===== config.mk =====
export PLATFORM = sky130hd
export DESIGN_NAME = pid_controller_position_delta_flat
export DESIGN_NICKNAME = d
export VERILOG_FILES = /design/src/pcpd_pkg.sv /design/src/pcpd_ifs.sv /design/src/pid_controller_position_delta.sv /design/src/pcpd_csr.sv /design/src/pcpd_calc.sv /design/src/flat_wrapper.sv
export VERILOG_INCLUDE_DIRS = /design/src /design/src/src
export SDC_FILE = /design/constraint.sdc
export NUM_CORES = 2
export LEC_CHECK = 0
export BUFFER_PORTS_ARGS = -buffer_cell sky130_fd_sc_hd__clkbuf_2
export CORE_UTILIZATION = 40
export DETAILED_ROUTE_END_ITERATION = 10
export GPL_TIMING_DRIVEN = 0
export PLACE_DENSITY = 0.65
export SKIP_LAST_GASP = 1
export SLEW_MARGIN = 0
export SYNTH_ARGS = -nofsm -noshare
export SYNTH_HDL_FRONTEND = slang
export SYNTH_SLANG_ARGS = --single-unit

===== constraint.sdc =====
create_clock -name clock -period 37.5 [get_ports clock]
set_input_delay 11.25 -clock clock [delete_from_list [all_inputs] [get_ports clock]]
set_output_delay 11.25 -clock clock [all_outputs]
set_load 0.05 [all_outputs]

===== src/pid_controller_position_delta_macros.svh =====
// Assertion macros for the PID controller block.
// Each macro samples on clock and is disabled while reset is high.
`ifndef PID_CONTROLLER_POSITION_DELTA_MACROS_SVH
`define PID_CONTROLLER_POSITION_DELTA_MACROS_SVH

// Check a consequent in the same cycle as its antecedent.
`define PCPD_ASSERT_SAME(label, ante, cons, msg) \
   label: assert property (@(posedge clock) disable iff (reset) (ante) |-> (cons)) \
      else $error(msg);

// Check a consequent in the cycle after its antecedent.
`define PCPD_ASSERT_NEXT(label, ante, cons, msg) \
   label: assert property (@(posedge clock) disable iff (reset) (ante) |=> (cons)) \
      else $error(msg);

`endif


===== src/pcpd_pkg.sv =====
// Shared types and constants for the PID controller block.
// No dependencies; every other file of the block but the macros header uses it.
`timescale 1ns / 1ps

package pcpd_pkg;

   // Default parameter values
   localparam int SAMPLE_WIDTH_DEF   = 16;
   localparam int GAIN_FRAC_BITS_DEF = 8;

   // Fixed field widths
   localparam int GAIN_W     = 16;
   localparam int LIMIT_W    = 23;
   localparam int DRIVE_W    = 24;
   localparam int ESUM_W     = 32;
   localparam int CSR_IDX_W  = 3;
   localparam int CSR_DATA_W = 23;

   localparam logic [LIMIT_W-1:0] LIMIT_RESET = {LIMIT_W{1'b1}};

   typedef enum logic {
      MODE_POSITIONAL = 1'b0,
      MODE_DELTA      = 1'b1
   } mode_type;

   typedef enum logic {
      REQ_COMPUTE = 1'b0,
      REQ_CLEAR   = 1'b1
   } req_kind_type;

   typedef enum logic [CSR_IDX_W-1:0] {
      CSR_MODE     = 3'd0,
      CSR_GAIN_P   = 3'd1,
      CSR_GAIN_I   = 3'd2,
      CSR_GAIN_D   = 3'd3,
      CSR_MAX_OUT  = 3'd4,
      CSR_MAX_IOUT = 3'd5
   } csr_index_type;

   typedef struct packed {
      mode_type                  mode;
      logic signed [GAIN_W-1:0]  gain_p;
      logic signed [GAIN_W-1:0]  gain_i;
      logic signed [GAIN_W-1:0]  gain_d;
      logic [LIMIT_W-1:0]        max_out;
      logic [LIMIT_W-1:0]        max_iout;
   } cfg_type;

endpackage


===== src/pcpd_ifs.sv =====
// Valid/ready channel interfaces for the PID controller block.
// Depends on pcpd_pkg for widths.
`timescale 1ns / 1ps

interface pcpd_req_if #(
   parameter int SAMPLE_WIDTH = pcpd_pkg::SAMPLE_WIDTH_DEF
);
   logic                           valid;
   logic                           ready;
   logic                           req_type;
   logic signed [SAMPLE_WIDTH-1:0] target;
   logic signed [SAMPLE_WIDTH-1:0] measured;

   modport source (output valid, req_type, target, measured, input ready);
   modport sink   (input valid, req_type, target, measured, output ready);
endinterface

interface pcpd_rsp_if;
   logic                                   valid;
   logic                                   ready;
   logic signed [pcpd_pkg::DRIVE_W-1:0]    drive;

   modport source (output valid, drive, input ready);
   modport sink   (input valid, drive, output ready);
endinterface

interface pcpd_csr_if;
   logic                                valid;
   logic                                ready;
   logic [pcpd_pkg::CSR_IDX_W-1:0]      index;
   logic [pcpd_pkg::CSR_DATA_W-1:0]     data;

   modport source (output valid, index, data, input ready);
   modport sink   (input valid, index, data, output ready);
endinterface


===== src/pid_controller_position_delta.sv =====
// PID controller, positional and incremental forms. Takes one item per clock
// cycle while the result is not stalled; each item is held in the input
// register, then its result in the result register, from which it transfers
// out. The history (last two errors, error sum, last output)
// is updated as an item moves from the input register to the result register,
// so the next item sees it at once; the step between them is one pass through
// the error differences, three signed gain products and the output clamp.
// A stalled result holds the result register and, behind it, the input
// register; the input side takes a new item whenever the input register is
// empty or moves. Configuration writes are accepted every cycle and must only
// be issued while no item is in flight. Depends on pcpd_pkg, pcpd_ifs, pcpd_csr, pcpd_calc.
`timescale 1ns / 1ps
`include "pid_controller_position_delta_macros.svh"

module pid_controller_position_delta #(
   parameter int SAMPLE_WIDTH   = pcpd_pkg::SAMPLE_WIDTH_DEF,
   parameter int GAIN_FRAC_BITS = pcpd_pkg::GAIN_FRAC_BITS_DEF
) (
   input  logic        clock,
   input  logic        reset,
   pcpd_req_if.sink    req_ch,
   pcpd_rsp_if.source  rsp_ch,
   pcpd_csr_if.sink    csr_ch
);
   import pcpd_pkg::*;

   cfg_type cfg;

   // Input register
   logic                           in_valid_ff;
   logic                           in_valid_in;
   req_kind_type                   in_type_ff;
   logic signed [SAMPLE_WIDTH-1:0] in_target_ff;
   logic signed [SAMPLE_WIDTH-1:0] in_measured_ff;

   // Result register
   logic                           out_valid_ff;
   logic                           out_valid_in;
   logic signed [DRIVE_W-1:0]      drive_ff;

   // Controller history
   logic signed [SAMPLE_WIDTH:0]   err_last_ff;
   logic signed [SAMPLE_WIDTH:0]   err_prev_ff;
   logic signed [ESUM_W-1:0]       esum_ff;
   logic signed [DRIVE_W-1:0]      acc_ff;
   logic signed [SAMPLE_WIDTH:0]   err_last_in;
   logic signed [SAMPLE_WIDTH:0]   err_prev_in;
   logic signed [ESUM_W-1:0]       esum_in;
   logic signed [DRIVE_W-1:0]      drive_in;

   logic                           advance;
   logic                           take_req;

   // Check helpers
   logic                                         clear_step;
   logic                                         hist_zero;
   logic [ESUM_W+DRIVE_W+2*(SAMPLE_WIDTH+1)-1:0] hist_bits;

   pcpd_csr u_csr (
      .clock  (clock),
      .reset  (reset),
      .csr_ch (csr_ch),
      .cfg    (cfg)
   );

   pcpd_calc #(
      .SAMPLE_WIDTH   (SAMPLE_WIDTH),
      .GAIN_FRAC_BITS (GAIN_FRAC_BITS)
   ) u_calc (
      .cfg           (cfg),
      .clear         (in_type_ff == REQ_CLEAR),
      .target        (in_target_ff),
      .measured      (in_measured_ff),
      .err_last      (err_last_ff),
      .err_prev      (err_prev_ff),
      .esum          (esum_ff),
      .acc           (acc_ff),
      .err_last_next (err_last_in),
      .err_prev_next (err_prev_in),
      .esum_next     (esum_in),
      .drive         (drive_in)
   );

   // Move the item on when the result register is free or being emptied
   assign advance  = in_valid_ff && (!out_valid_ff || rsp_ch.ready);
   assign take_req = req_ch.valid && req_ch.ready;

   assign req_ch.ready = !in_valid_ff || advance;
   assign rsp_ch.valid = out_valid_ff;
   assign rsp_ch.drive = drive_ff;

   // Valid flags of both registers
   always_comb begin
      in_valid_in  = take_req || (in_valid_ff && !advance);
      out_valid_in = advance || (out_valid_ff && !rsp_ch.ready);
   end

   always_ff @(posedge clock) begin
      if (reset) begin
         in_valid_ff  <= 1'b0;
         out_valid_ff <= 1'b0;
      end else begin
         in_valid_ff  <= in_valid_in;
         out_valid_ff <= out_valid_in;
      end
   end

   // Capture a request transfer
   always_ff @(posedge clock) begin
      if (take_req) begin
         in_type_ff     <= req_kind_type'(req_ch.req_type);
         in_target_ff   <= req_ch.target;
         in_measured_ff <= req_ch.measured;
      end
   end

   // Load the result register
   always_ff @(posedge clock) begin
      if (advance) begin
         drive_ff <= drive_in;
      end
   end

   // Advance the history with each computed item
   always_ff @(posedge clock) begin
      if (reset) begin
         err_last_ff <= '0;
         err_prev_ff <= '0;
         esum_ff     <= '0;
         acc_ff      <= '0;
      end else if (advance) begin
         err_last_ff <= err_last_in;
         err_prev_ff <= err_prev_in;
         esum_ff     <= esum_in;
         acc_ff      <= drive_in;
      end
   end

   // Checks
   assign clear_step = advance && (in_type_ff == REQ_CLEAR);
   assign hist_zero  = (drive_ff == '0) && (esum_ff == '0) && (err_last_ff == '0)
                       && (acc_ff == '0);
   assign hist_bits  = {esum_ff, acc_ff, err_last_ff, err_prev_ff};

   `PCPD_ASSERT_NEXT(a_advance_fills_out, advance, out_valid_ff, "result register not loaded")
   `PCPD_ASSERT_NEXT(a_acc_tracks_drive, advance, acc_ff == drive_ff, "stored output differs")
   `PCPD_ASSERT_NEXT(a_clear_zeroes, clear_step, hist_zero, "clear left history")
   `PCPD_ASSERT_NEXT(a_history_holds, !advance, $stable(hist_bits), "history moved")
   `PCPD_ASSERT_SAME(a_ready_when_empty, !in_valid_ff, req_ch.ready, "input refused while empty")

endmodule


===== src/pcpd_csr.sv =====
// Configuration registers of the PID controller block.
// Depends on pcpd_pkg and the pcpd_csr_if interface.
`timescale 1ns / 1ps

module pcpd_csr (
   input  logic              clock,
   input  logic              reset,
   pcpd_csr_if.sink          csr_ch,
   output pcpd_pkg::cfg_type cfg
);
   import pcpd_pkg::*;

   cfg_type cfg_ff;
   cfg_type cfg_in;

   // Always take a write; unknown indexes fall through
   assign csr_ch.ready = 1'b1;

   // Decode the register index of a write transfer
   always_comb begin
      cfg_in = cfg_ff;
      if (csr_ch.valid) begin
         case (csr_ch.index)
            CSR_MODE:     cfg_in.mode     = mode_type'(csr_ch.data[0]);
            CSR_GAIN_P:   cfg_in.gain_p   = csr_ch.data[GAIN_W-1:0];
            CSR_GAIN_I:   cfg_in.gain_i   = csr_ch.data[GAIN_W-1:0];
            CSR_GAIN_D:   cfg_in.gain_d   = csr_ch.data[GAIN_W-1:0];
            CSR_MAX_OUT:  cfg_in.max_out  = csr_ch.data[LIMIT_W-1:0];
            CSR_MAX_IOUT: cfg_in.max_iout = csr_ch.data[LIMIT_W-1:0];
            default:      cfg_in          = cfg_ff;
         endcase
      end
   end

   always_ff @(posedge clock) begin
      if (reset) begin
         cfg_ff.mode     <= MODE_POSITIONAL;
         cfg_ff.gain_p   <= '0;
         cfg_ff.gain_i   <= '0;
         cfg_ff.gain_d   <= '0;
         cfg_ff.max_out  <= LIMIT_RESET;
         cfg_ff.max_iout <= LIMIT_RESET;
      end else begin
         cfg_ff <= cfg_in;
      end
   end

   assign cfg = cfg_ff;

endmodule


===== src/pcpd_calc.sv =====
// One control step of the PID controller: error, three gain products, clamps.
// Pure combinational; depends on pcpd_pkg.
`timescale 1ns / 1ps

module pcpd_calc #(
   parameter int SAMPLE_WIDTH   = pcpd_pkg::SAMPLE_WIDTH_DEF,
   parameter int GAIN_FRAC_BITS = pcpd_pkg::GAIN_FRAC_BITS_DEF
) (
   input  pcpd_pkg::cfg_type                     cfg,
   input  logic                                  clear,
   input  logic signed [SAMPLE_WIDTH-1:0]        target,
   input  logic signed [SAMPLE_WIDTH-1:0]        measured,
   input  logic signed [SAMPLE_WIDTH:0]          err_last,
   input  logic signed [SAMPLE_WIDTH:0]          err_prev,
   input  logic signed [pcpd_pkg::ESUM_W-1:0]    esum,
   input  logic signed [pcpd_pkg::DRIVE_W-1:0]   acc,
   output logic signed [SAMPLE_WIDTH:0]          err_last_next,
   output logic signed [SAMPLE_WIDTH:0]          err_prev_next,
   output logic signed [pcpd_pkg::ESUM_W-1:0]    esum_next,
   output logic signed [pcpd_pkg::DRIVE_W-1:0]   drive
);
   import pcpd_pkg::*;

   localparam int ERR_W = SAMPLE_WIDTH + 1;
   localparam int D1_W  = SAMPLE_WIDTH + 2;
   localparam int D2_W  = SAMPLE_WIDTH + 3;
   localparam int SW_W  = ESUM_W + 1;
   localparam int PP_W  = GAIN_W + D1_W;
   localparam int PI_W  = GAIN_W + ESUM_W;
   localparam int PD_W  = GAIN_W + D2_W;
   localparam int IT_W  = GAIN_W + ERR_W;
   localparam int ACC_W = GAIN_W + D2_W + 2;

   logic signed [ERR_W-1:0]  err;
   logic signed [D1_W-1:0]   diff1;
   logic signed [D2_W-1:0]   diff2;
   logic signed [SW_W-1:0]   sum_wide;
   logic signed [ESUM_W-1:0] esum_sat;
   logic signed [D1_W-1:0]   opnd_p;
   logic signed [ESUM_W-1:0] opnd_i;
   logic signed [D2_W-1:0]   opnd_d;
   logic signed [PP_W-1:0]   prod_p;
   logic signed [PI_W-1:0]   prod_i;
   logic signed [PD_W-1:0]   prod_d;
   logic signed [PP_W-1:0]   term_p;
   logic signed [PI_W-1:0]   shift_i;
   logic signed [PI_W-1:0]   clamp_i;
   logic signed [PI_W-1:0]   lim_i;
   logic signed [IT_W-1:0]   term_i;
   logic signed [PD_W-1:0]   term_d;
   logic signed [ACC_W-1:0]  base;
   logic signed [ACC_W-1:0]  total;
   logic signed [ACC_W-1:0]  lim_o;
   logic signed [ACC_W-1:0]  res;
   logic                     is_delta;

   assign is_delta = (cfg.mode == MODE_DELTA);

   // Error and its first and second differences
   always_comb begin
      err   = ERR_W'(target) - ERR_W'(measured);
      diff1 = D1_W'(err) - D1_W'(err_last);
      diff2 = D2_W'(err) - (D2_W'(err_last) <<< 1) + D2_W'(err_prev);
   end

   // Saturating error sum
   always_comb begin
      sum_wide = SW_W'(esum) + SW_W'(err);
      if (sum_wide[ESUM_W] != sum_wide[ESUM_W-1]) begin
         esum_sat = sum_wide[ESUM_W] ? {1'b1, {(ESUM_W-1){1'b0}}}
                                     : {1'b0, {(ESUM_W-1){1'b1}}};
      end else begin
         esum_sat = sum_wide[ESUM_W-1:0];
      end
   end

   // Select multiplier operands for the active form
   always_comb begin
      if (is_delta) begin
         opnd_p = diff1;
         opnd_i = ESUM_W'(err);
         opnd_d = diff2;
      end else begin
         opnd_p = D1_W'(err);
         opnd_i = esum_sat;
         opnd_d = D2_W'(diff1);
      end
   end

   // Gain products, scaled down by the gain fraction
   always_comb begin
      prod_p  = PP_W'(cfg.gain_p) * PP_W'(opnd_p);
      prod_i  = PI_W'(cfg.gain_i) * PI_W'(opnd_i);
      prod_d  = PD_W'(cfg.gain_d) * PD_W'(opnd_d);
      term_p  = prod_p >>> GAIN_FRAC_BITS;
      shift_i = prod_i >>> GAIN_FRAC_BITS;
      term_d  = prod_d >>> GAIN_FRAC_BITS;
   end

   // Clamp the integral term in positional form
   always_comb begin
      lim_i = PI_W'($signed({1'b0, cfg.max_iout}));
      if (shift_i > lim_i) begin
         clamp_i = lim_i;
      end else if (shift_i < -lim_i) begin
         clamp_i = -lim_i;
      end else begin
         clamp_i = shift_i;
      end
      term_i = is_delta ? IT_W'(shift_i) : IT_W'(clamp_i);
   end

   // Sum the terms and clamp to the output limit
   always_comb begin
      base  = is_delta ? ACC_W'(acc) : '0;
      total = base + ACC_W'(term_p) + ACC_W'(term_i) + ACC_W'(term_d);
      lim_o = ACC_W'($signed({1'b0, cfg.max_out}));
      if (total > lim_o) begin
         res = lim_o;
      end else if (total < -lim_o) begin
         res = -lim_o;
      end else begin
         res = total;
      end
   end

   // Next history; a clear drops all of it
   always_comb begin
      if (clear) begin
         err_last_next = '0;
         err_prev_next = '0;
         esum_next     = '0;
         drive         = '0;
      end else begin
         err_last_next = err;
         err_prev_next = err_last;
         esum_next     = is_delta ? esum : esum_sat;
         drive         = res[DRIVE_W-1:0];
      end
   end

endmodule

===== src/flat_wrapper.sv =====
// flat-port wrapper written by rule: the top's interface ports become plain ports
module pid_controller_position_delta_flat import pcpd_pkg::*;
#(
   parameter int SAMPLE_WIDTH   = pcpd_pkg::SAMPLE_WIDTH_DEF,
   parameter int GAIN_FRAC_BITS = pcpd_pkg::GAIN_FRAC_BITS_DEF
)
  (clock, reset, req_ch_valid, req_ch_req_type, req_ch_target, req_ch_measured, req_ch_ready, rsp_ch_valid, rsp_ch_drive, rsp_ch_ready, csr_ch_valid, csr_ch_index, csr_ch_data, csr_ch_ready);
  pcpd_req_if #(.SAMPLE_WIDTH(SAMPLE_WIDTH)) req_ch_i ();
  pcpd_rsp_if rsp_ch_i ();
  pcpd_csr_if csr_ch_i ();
  input  logic clock;
  input  logic reset;
  input wire logic [$bits(req_ch_i.valid)-1:0] req_ch_valid;
  input wire logic [$bits(req_ch_i.req_type)-1:0] req_ch_req_type;
  input wire logic [$bits(req_ch_i.target)-1:0] req_ch_target;
  input wire logic [$bits(req_ch_i.measured)-1:0] req_ch_measured;
  output wire logic [$bits(req_ch_i.ready)-1:0] req_ch_ready;
  output wire logic [$bits(rsp_ch_i.valid)-1:0] rsp_ch_valid;
  output wire logic [$bits(rsp_ch_i.drive)-1:0] rsp_ch_drive;
  input wire logic [$bits(rsp_ch_i.ready)-1:0] rsp_ch_ready;
  input wire logic [$bits(csr_ch_i.valid)-1:0] csr_ch_valid;
  input wire logic [$bits(csr_ch_i.index)-1:0] csr_ch_index;
  input wire logic [$bits(csr_ch_i.data)-1:0] csr_ch_data;
  output wire logic [$bits(csr_ch_i.ready)-1:0] csr_ch_ready;
  assign req_ch_i.valid = req_ch_valid;
  assign req_ch_i.req_type = req_ch_req_type;
  assign req_ch_i.target = req_ch_target;
  assign req_ch_i.measured = req_ch_measured;
  assign req_ch_ready = req_ch_i.ready;
  assign rsp_ch_valid = rsp_ch_i.valid;
  assign rsp_ch_drive = rsp_ch_i.drive;
  assign rsp_ch_i.ready = rsp_ch_ready;
  assign csr_ch_i.valid = csr_ch_valid;
  assign csr_ch_i.index = csr_ch_index;
  assign csr_ch_i.data = csr_ch_data;
  assign csr_ch_ready = csr_ch_i.ready;
  pid_controller_position_delta #(.SAMPLE_WIDTH(SAMPLE_WIDTH), .GAIN_FRAC_BITS(GAIN_FRAC_BITS)) u_core (.clock(clock), .reset(reset), .req_ch(req_ch_i), .rsp_ch(rsp_ch_i), .csr_ch(csr_ch_i));
endmodule

======== After elaboration in Yosys (flattened, before gate mapping) ========
Index checks and enable logic that the tools add are counted.
storage, ports and cells
  flip-flop bits (word level) ............. 244
  input port bits ......................... 64
  output and inout port bits .............. 27
  logic and storage cells ................. 76
operators by class
  add/subtract/negate cells ............... 10
  multipliers ............................. 3
  order comparisons ....................... 4
  eq/ne operators ......................... 7
  multiplexer cells ....................... 16
  reduce and logical (&&, ||, !) cells .... 20
operator list
  cell                                      count
  two-way mux 32 bit                        5
  two-way mux 33 bit                        3
  two-way mux 24 bit                        3
  less-than comparator 40 x 48 -> 1 bit     1
  multiplier 16 x 32 -> 48 bit              1
  negation 23 -> 48 bit                     1
  greater-than comparator 40 x 24 -> 1 bit  1
  adder 37 x 26 -> 37 bit                   1
  adder 37 x 27 -> 37 bit                   1
  adder 37 x 33 -> 37 bit                   1
  greater-than comparator 37 x 24 -> 1 bit  1
  less-than comparator 37 bit               1
  two-way mux 37 bit                        1
  negation 23 -> 37 bit                     1
  multiplier 16 x 19 -> 35 bit              1
  multiplier 16 x 18 -> 34 bit              1
  two-way mux 17 bit                        2
  adder 32 x 17 -> 33 bit                   1
  adder 19 x 17 -> 19 bit                   1
  two-way mux 19 bit                        1
  subtractor 17 x 18 -> 19 bit              1
  two-way mux 18 bit                        1
  subtractor 17 x 17 -> 18 bit              1
  subtractor 16 x 16 -> 17 bit              1
  10 further kinds                          27

======== Logic depth before layout (Yosys ltp) ========
  depth after elaboration ................. 16
  mapped depth ............................ 108
  depth with buffers taken out ............ 102

======== By module ========
Synthesis repeated with hierarchy kept, for this count alone.
unflattened totals
  cells, all modules ...................... 7238
  area total of the unflattened synthesis .. 63100.5 sq um
by module, submodules not included
  module                         times used  cells each  area an instance (sq um)  seq. area each (sq um)
  pcpd_calc                      1           6420        53417.5                   0.0
  pid_controller_position_delta  1           457         5910.7                    3553.4
  pcpd_csr                       1           361         3772.4                    1901.8

======== Worst setup path before layout ========
No wires, ideal clock.
  kind .................................... input-to-output
  from .................................... in rsp_ch_ready
  to ...................................... out req_ch_ready
  arrival ................................. 11754 ps
  data required time ...................... 26250 ps
  setup slack ............................. 14496 ps
  stages .................................. 2
  path buffers ............................ 0
  cells stage by stage .................... nor2b_1 nand2_1
between the ends
  cells in the longest elaborated chain, start to end .. 3
RTL lines
  item               RTL line                             source
  from (decl)        flat_wrapper.sv:20                   input wire logic [$bits(rsp_ch_i.ready)-1:0] rsp_ch_ready;
  logical OR 1 bit   pid_controller_position_delta.sv:85  assign advance = in_valid_ff && (!out_valid_ff || rsp_ch.ready);
  logical AND 1 bit  pid_controller_position_delta.sv:85
  logical OR 1 bit   pid_controller_position_delta.sv:88  assign req_ch.ready = !in_valid_ff || advance;
  to (decl)          flat_wrapper.sv:17                   output wire logic [$bits(req_ch_i.ready)-1:0] req_ch_ready;
Every way passes these cells.

======== Worst setup path in the final report ========
  from .................................... reg u_core.in_target_ff[0]
  to ...................................... reg u_core.drive_ff[16] (netlist: u_core.rsp_ch.drive[16]), data pin
between the ends
  cells in the longest elaborated chain, start to end .. 16
  elaborated cells between the ends (all ways) .. 27
  classes of those cells .................. add/sub (8); mul (3); order compare (4); eq/ne (1); mux (11)
RTL lines
  item                                                 RTL line                              source
  from (decl)                                          pid_controller_position_delta.sv:33   logic signed [SAMPLE_WIDTH-1:0] in_target_ff;
  from (signal assigned)                               pid_controller_position_delta.sv:112  in_target_ff <= req_ch.target;
  subtractor 16 x 16 -> 17 bit *                       pcpd_calc.sv:61                       err = ERR_W'(target) - ERR_W'(measured);
  adder 32 x 17 -> 33 bit                              pcpd_calc.sv:68                       sum_wide = SW_W'(esum) + SW_W'(err);
  two-way mux 32 bit or != test 1 bit (tied branches)  pcpd_calc.sv:70, pcpd_calc.sv:69
  two-way mux 32 bit                                   pcpd_calc.sv:69                       if (sum_wide[ESUM_W] != sum_wide[ESUM_W-1]) begin
  two-way mux 32 bit                                   pcpd_calc.sv:79                       if (is_delta) begin
  multiplier 16 x 32 -> 48 bit                         pcpd_calc.sv:93                       prod_i = PI_W'(cfg.gain_i) * PI_W'(opnd_i);
  less-than comparator 40 x 48 -> 1 bit                pcpd_calc.sv:105                      end else if (shift_i < -lim_i) begin
  two-way mux 33 bit                                   pcpd_calc.sv:105
  two-way mux 33 bit                                   pcpd_calc.sv:103                      if (shift_i > lim_i) begin
  two-way mux 33 bit                                   pcpd_calc.sv:110                      term_i = is_delta ? IT_W'(shift_i) : IT_W'(clamp_i);
  adder 37 x 33 -> 37 bit                              pcpd_calc.sv:116                      total = base + ACC_W'(term_p) + ACC_W'(term_i) + ACC_W'(term_d);
  adder 37 x 27 -> 37 bit *                            pcpd_calc.sv:116
  less-than comparator 37 bit                          pcpd_calc.sv:120                      end else if (total < -lim_o) begin
  two-way mux 24 bit                                   pcpd_calc.sv:120
  two-way mux 24 bit *                                 pcpd_calc.sv:118                      if (total > lim_o) begin
  two-way mux 24 bit *                                 pcpd_calc.sv:129                      if (clear) begin
  net u_core.drive_in[16]                              pid_controller_position_delta.sv:49   logic signed [DRIVE_W-1:0] drive_in;
  to (signal assigned)                                 pid_controller_position_delta.sv:120  drive_ff <= drive_in;
  to (decl)                                            pid_controller_position_delta.sv:39   logic signed [DRIVE_W-1:0] drive_ff;
Mark *: on every way through the listed nets, which the timed path passes. The rest lies on a longest branch.
A chain may end at the register's enable or synchronous reset.

==> run_results.csv <==
group,metric,value,unit
worst_setup_path,start_kind,"flip-flop",
power,vdd_drop_max,64.6,uV
sta,fin_crit,29580,ps
die,die_x,395,um
clocking,postCtsSetupRepairBufs,0,
sta,max_slew_margin,0.00603,
worst_setup_path,crit_type,"flip-flop to flip-flop",
placement,place_congestion,0.985,
routing,routed_via_density,5.37,
worst_setup_path,cp_slowest_cell,"a41o_1",
die,io_pins,91,
final_layout,syn2layout_area_growth,6.74,%
clocking,cts_hold_buf,0,
synthesis,syn-num-nets,8981,
routing,wl_per_cell,21.1,um
worst_setup_path,crit_path_end_kind,"flip-flop",
die,num_rows,143,
placement,hpwlAfterDp,168000,um
clocking,cts_buffer_depth,3,
synthesis,syn_inst,7230,
global_route,grt.total_usage,0.259,
worst_setup_path,cpMostUsedCell,"a21o_1",
global_route,met2_usage,0.409,
synthesis,synth-edff-count,57,
die,die-height,395,um
synthesis,yosys_warnings,0,
clocking,cts_tree,"done",
synthesis,ys_async_sr_fraction,0,
clocking,cts_resized,0,
synthesis,ys_seq_area_frac,0.0884,
sta,min_period_over_period,0.789,
power,power.leakage,31.0,nW
global_route,overflow,0,
global_route,grt_util_met3,0.0384,
sta,setup_tns,0,ps
run_status,violations,"capacitance limit",
clocking,ctsHtreeMaxLevel,1,
sta,finClkSkew,26.4,ps
global_route,grt_pass1_vias,52020,
die,floorplan.initialDensity,0.405,
global_route,grt_max_degree,34,
global_route,use_met1,0.361,
die,die-area,156000,um2
routing,num_vias,50526,
sta,max_freq,33.8,MHz
placement,numPortBuffers,89,
clocking,root_buffer,"clkbuf_16",
run,max-cap-violations,2,
synthesis,syn_avg_cell_area,8.54,um2
die,core_area,153000,um2
sta,worst_pin_slew,1480,ps
clocking,path_clk_slew,70,ps
sta,slew_viol_final,0,
synthesis,ys_seq_elements,244,
routing,drt_iter0_markers,4394,
synthesis,yosysUniqueCellTypes,99,
routing,drt-pass1-iter-count,7,
clocking,cts_num_sinks,244,
global_route,antenna_found_initial,12,
routing,ant_nets,0,
clocking,clk_latency,640,ps
power,powerDensity,44.8,nW/um2
worst_setup_path,crit_required,37850,ps
sta,setup_viol,0,
clocking,cts_buffers,29,
routing,drt_wl_total,199000,um
final_layout,final_common_cell,"inv_1",
placement,dp.cells,9360,
final_layout,stdcell_count,9415,
run_status,outcome,"finished with violations",
hold_path,hold_path.class,"flip-flop to flip-flop",
worst_setup_path,cpPeakStageDelay,1040,ps
worst_setup_path,rr_worst_depth,106,
final_layout,post_route_cells_drive_above_1_share,0.0391,
synthesis,ys.flop_type,"dfxtp_1",
global_route,grt_pass1_wl,310000,um
routing,drc,0,
global_route,busiest_layer,"met2",
worst_setup_path,crit_path_max_fanout,24,
sta,hold_viol,0,
final_layout,nets,9112,
sta,rsz0062_at_grt,"false",
synthesis,netlist_area,61700,um2
worst_setup_path,crit_arrival,29930,ps
final_layout,final_cell_mix,"inv_1, fa_1, nand2_1",
hold_path,holdPathStages,2,
worst paths after layout:
check / start / end / slack (ps)
setup / recovery: u_core.in_target_ff[0]$_DFFE_PP_ / u_core.rsp_ch.drive[16]$_DFFE_PP_ / 7920
hold / removal: u_core.acc_ff[9]$_SDFFE_PP0P_ / u_core.acc_ff[9]$_SDFFE_PP0P_ / 440
setup reg to reg: u_core.in_target_ff[0]$_DFFE_PP_ / u_core.rsp_ch.drive[16]$_DFFE_PP_ / 7920
hold reg to reg: u_core.acc_ff[9]$_SDFFE_PP0P_ / u_core.acc_ff[9]$_SDFFE_PP0P_ / 440
stage by stage:
stage                     utilization  hold slack [ps]  setup slack (ps)  instance area [um2]  power, mW
final                           0.432              438              7920                65900       2.95
after global routing            0.432              465              6580                65900       3.18
after CTS                       0.432              439              8300                65900       2.91
after detailed placement        0.425              429              8470                64900       2.57
after global placement          0.424              426              8530                64700       2.54
after floorplan                     -              408             14500                61700       1.82
sequential cells by signal, summed over array words and instances, names as in the netlist:
name	cells
u_core.u_csr.cfg	95
u_core.rsp_ch.drive	24
u_core.acc_ff	24
u_core.err_last_ff	17
u_core.in_target_ff	16
u_core.esum_ff	32
u_core.rsp_ch.valid	1
u_core.in_measured_ff	16
u_core.in_valid_ff	1
u_core.err_prev_ff	17
u_core.in_type_ff	1
critical path: cells and delay by family (launching register included):
| family | cells | cell delay (ps) |
|---|---|---|
| and+or+nand+nor | 20 | 5270 |
| DFF | 1 | 360 |
| adders and majority gates | 16 | 6970 |
| buffers and inverters | 16 | 3130 |
| xor gates and xnor gates | 1 | 300 |
| AOI/OAI and AO/OA | 53 | 13190 |
cells by family after synthesis:
group	Yosys count	synth area share
AOI/OAI and AO/OA	941	0.0989
DFF	244	0.0884
xor gates and xnor gates	225	0.0319
and+or+nand+nor	2344	0.182
buffers and inverters	1739	0.107
adders and majority gates	1689	0.484
muxes	47	0.00839
other	1	0.0000607
area by class of cell:
type / count / area [um2]
Clock buffer: 34 / 764
Buffer: 321 / 1280
Multi-Input combinational cell: 5247 / 49700
Tap cell: 2030 / 2540
Fill cell: 15134 / 86700
Timing Repair Buffer: 100 / 527
Sequential cell: 244 / 5460
Clock inverter: 19 / 270
Antenna cell: 2 / 5.00
Inverter: 1418 / 5320
power breakdown:
group | switching (mW) | internal (mW) | leakage, nW
clock | 0.136 | 0.183 | 0.508
combinational | 1.53 | 0.800 | 28.4
sequential | 0.0116 | 0.292 | 2.07
routing by layer:
| layer | vias up | wire, um |
|---|---|---|
| li1 | 22757 | - |
| met1 | 25480 | 85100 |
| met2 | 1958 | 88800 |
| met3 | 325 | 16500 |
| met4 | 6 | 8360 |
| met5 | - | 33 |
cells in the mapped netlist (all sizes together), types with 7 or more instances:
cell	count	share of area
clkbuf	279	0.017
a21boi	18	0.0022
mux2	38	0.0069
nor3	82	0.0072
a32oi	16	0.0023
a22oi	51	0.0062
xor2	39	0.0055
a211oi	23	0.0029
or3	28	0.0031
a21oi	298	0.024
o221ai	10	0.0014
buf	42	0.0037
mux2i	9	0.0015
and3	28	0.0028
nor2	343	0.021
a31oi	19	0.0021
xnor2	186	0.026
and4	8	0.0011
nand3b	48	0.0058
o21bai	26	0.0032
o21a	43	0.0052
nor2b	52	0.0053
a22o	13	0.0018
o211ai	15	0.0019
a21o	112	0.014
o21ai	181	0.015
nor4	15	0.0018
nand2	1037	0.063
dfxtp	187	0.061
o31ai	23	0.0031
nand3	74	0.0061
ha	523	0.11
fa	1164	0.38
and2	470	0.048
a2111oi	7	0.0011
edfxtp	57	0.028
inv	1418	0.086
or2	43	0.0044
or4	9	0.0012
nand2b	43	0.0044
nand4	55	0.0059
a211o	8	0.0011
a311oi	9	0.0013
Note: power is estimated with default switching activity, not from simulation.
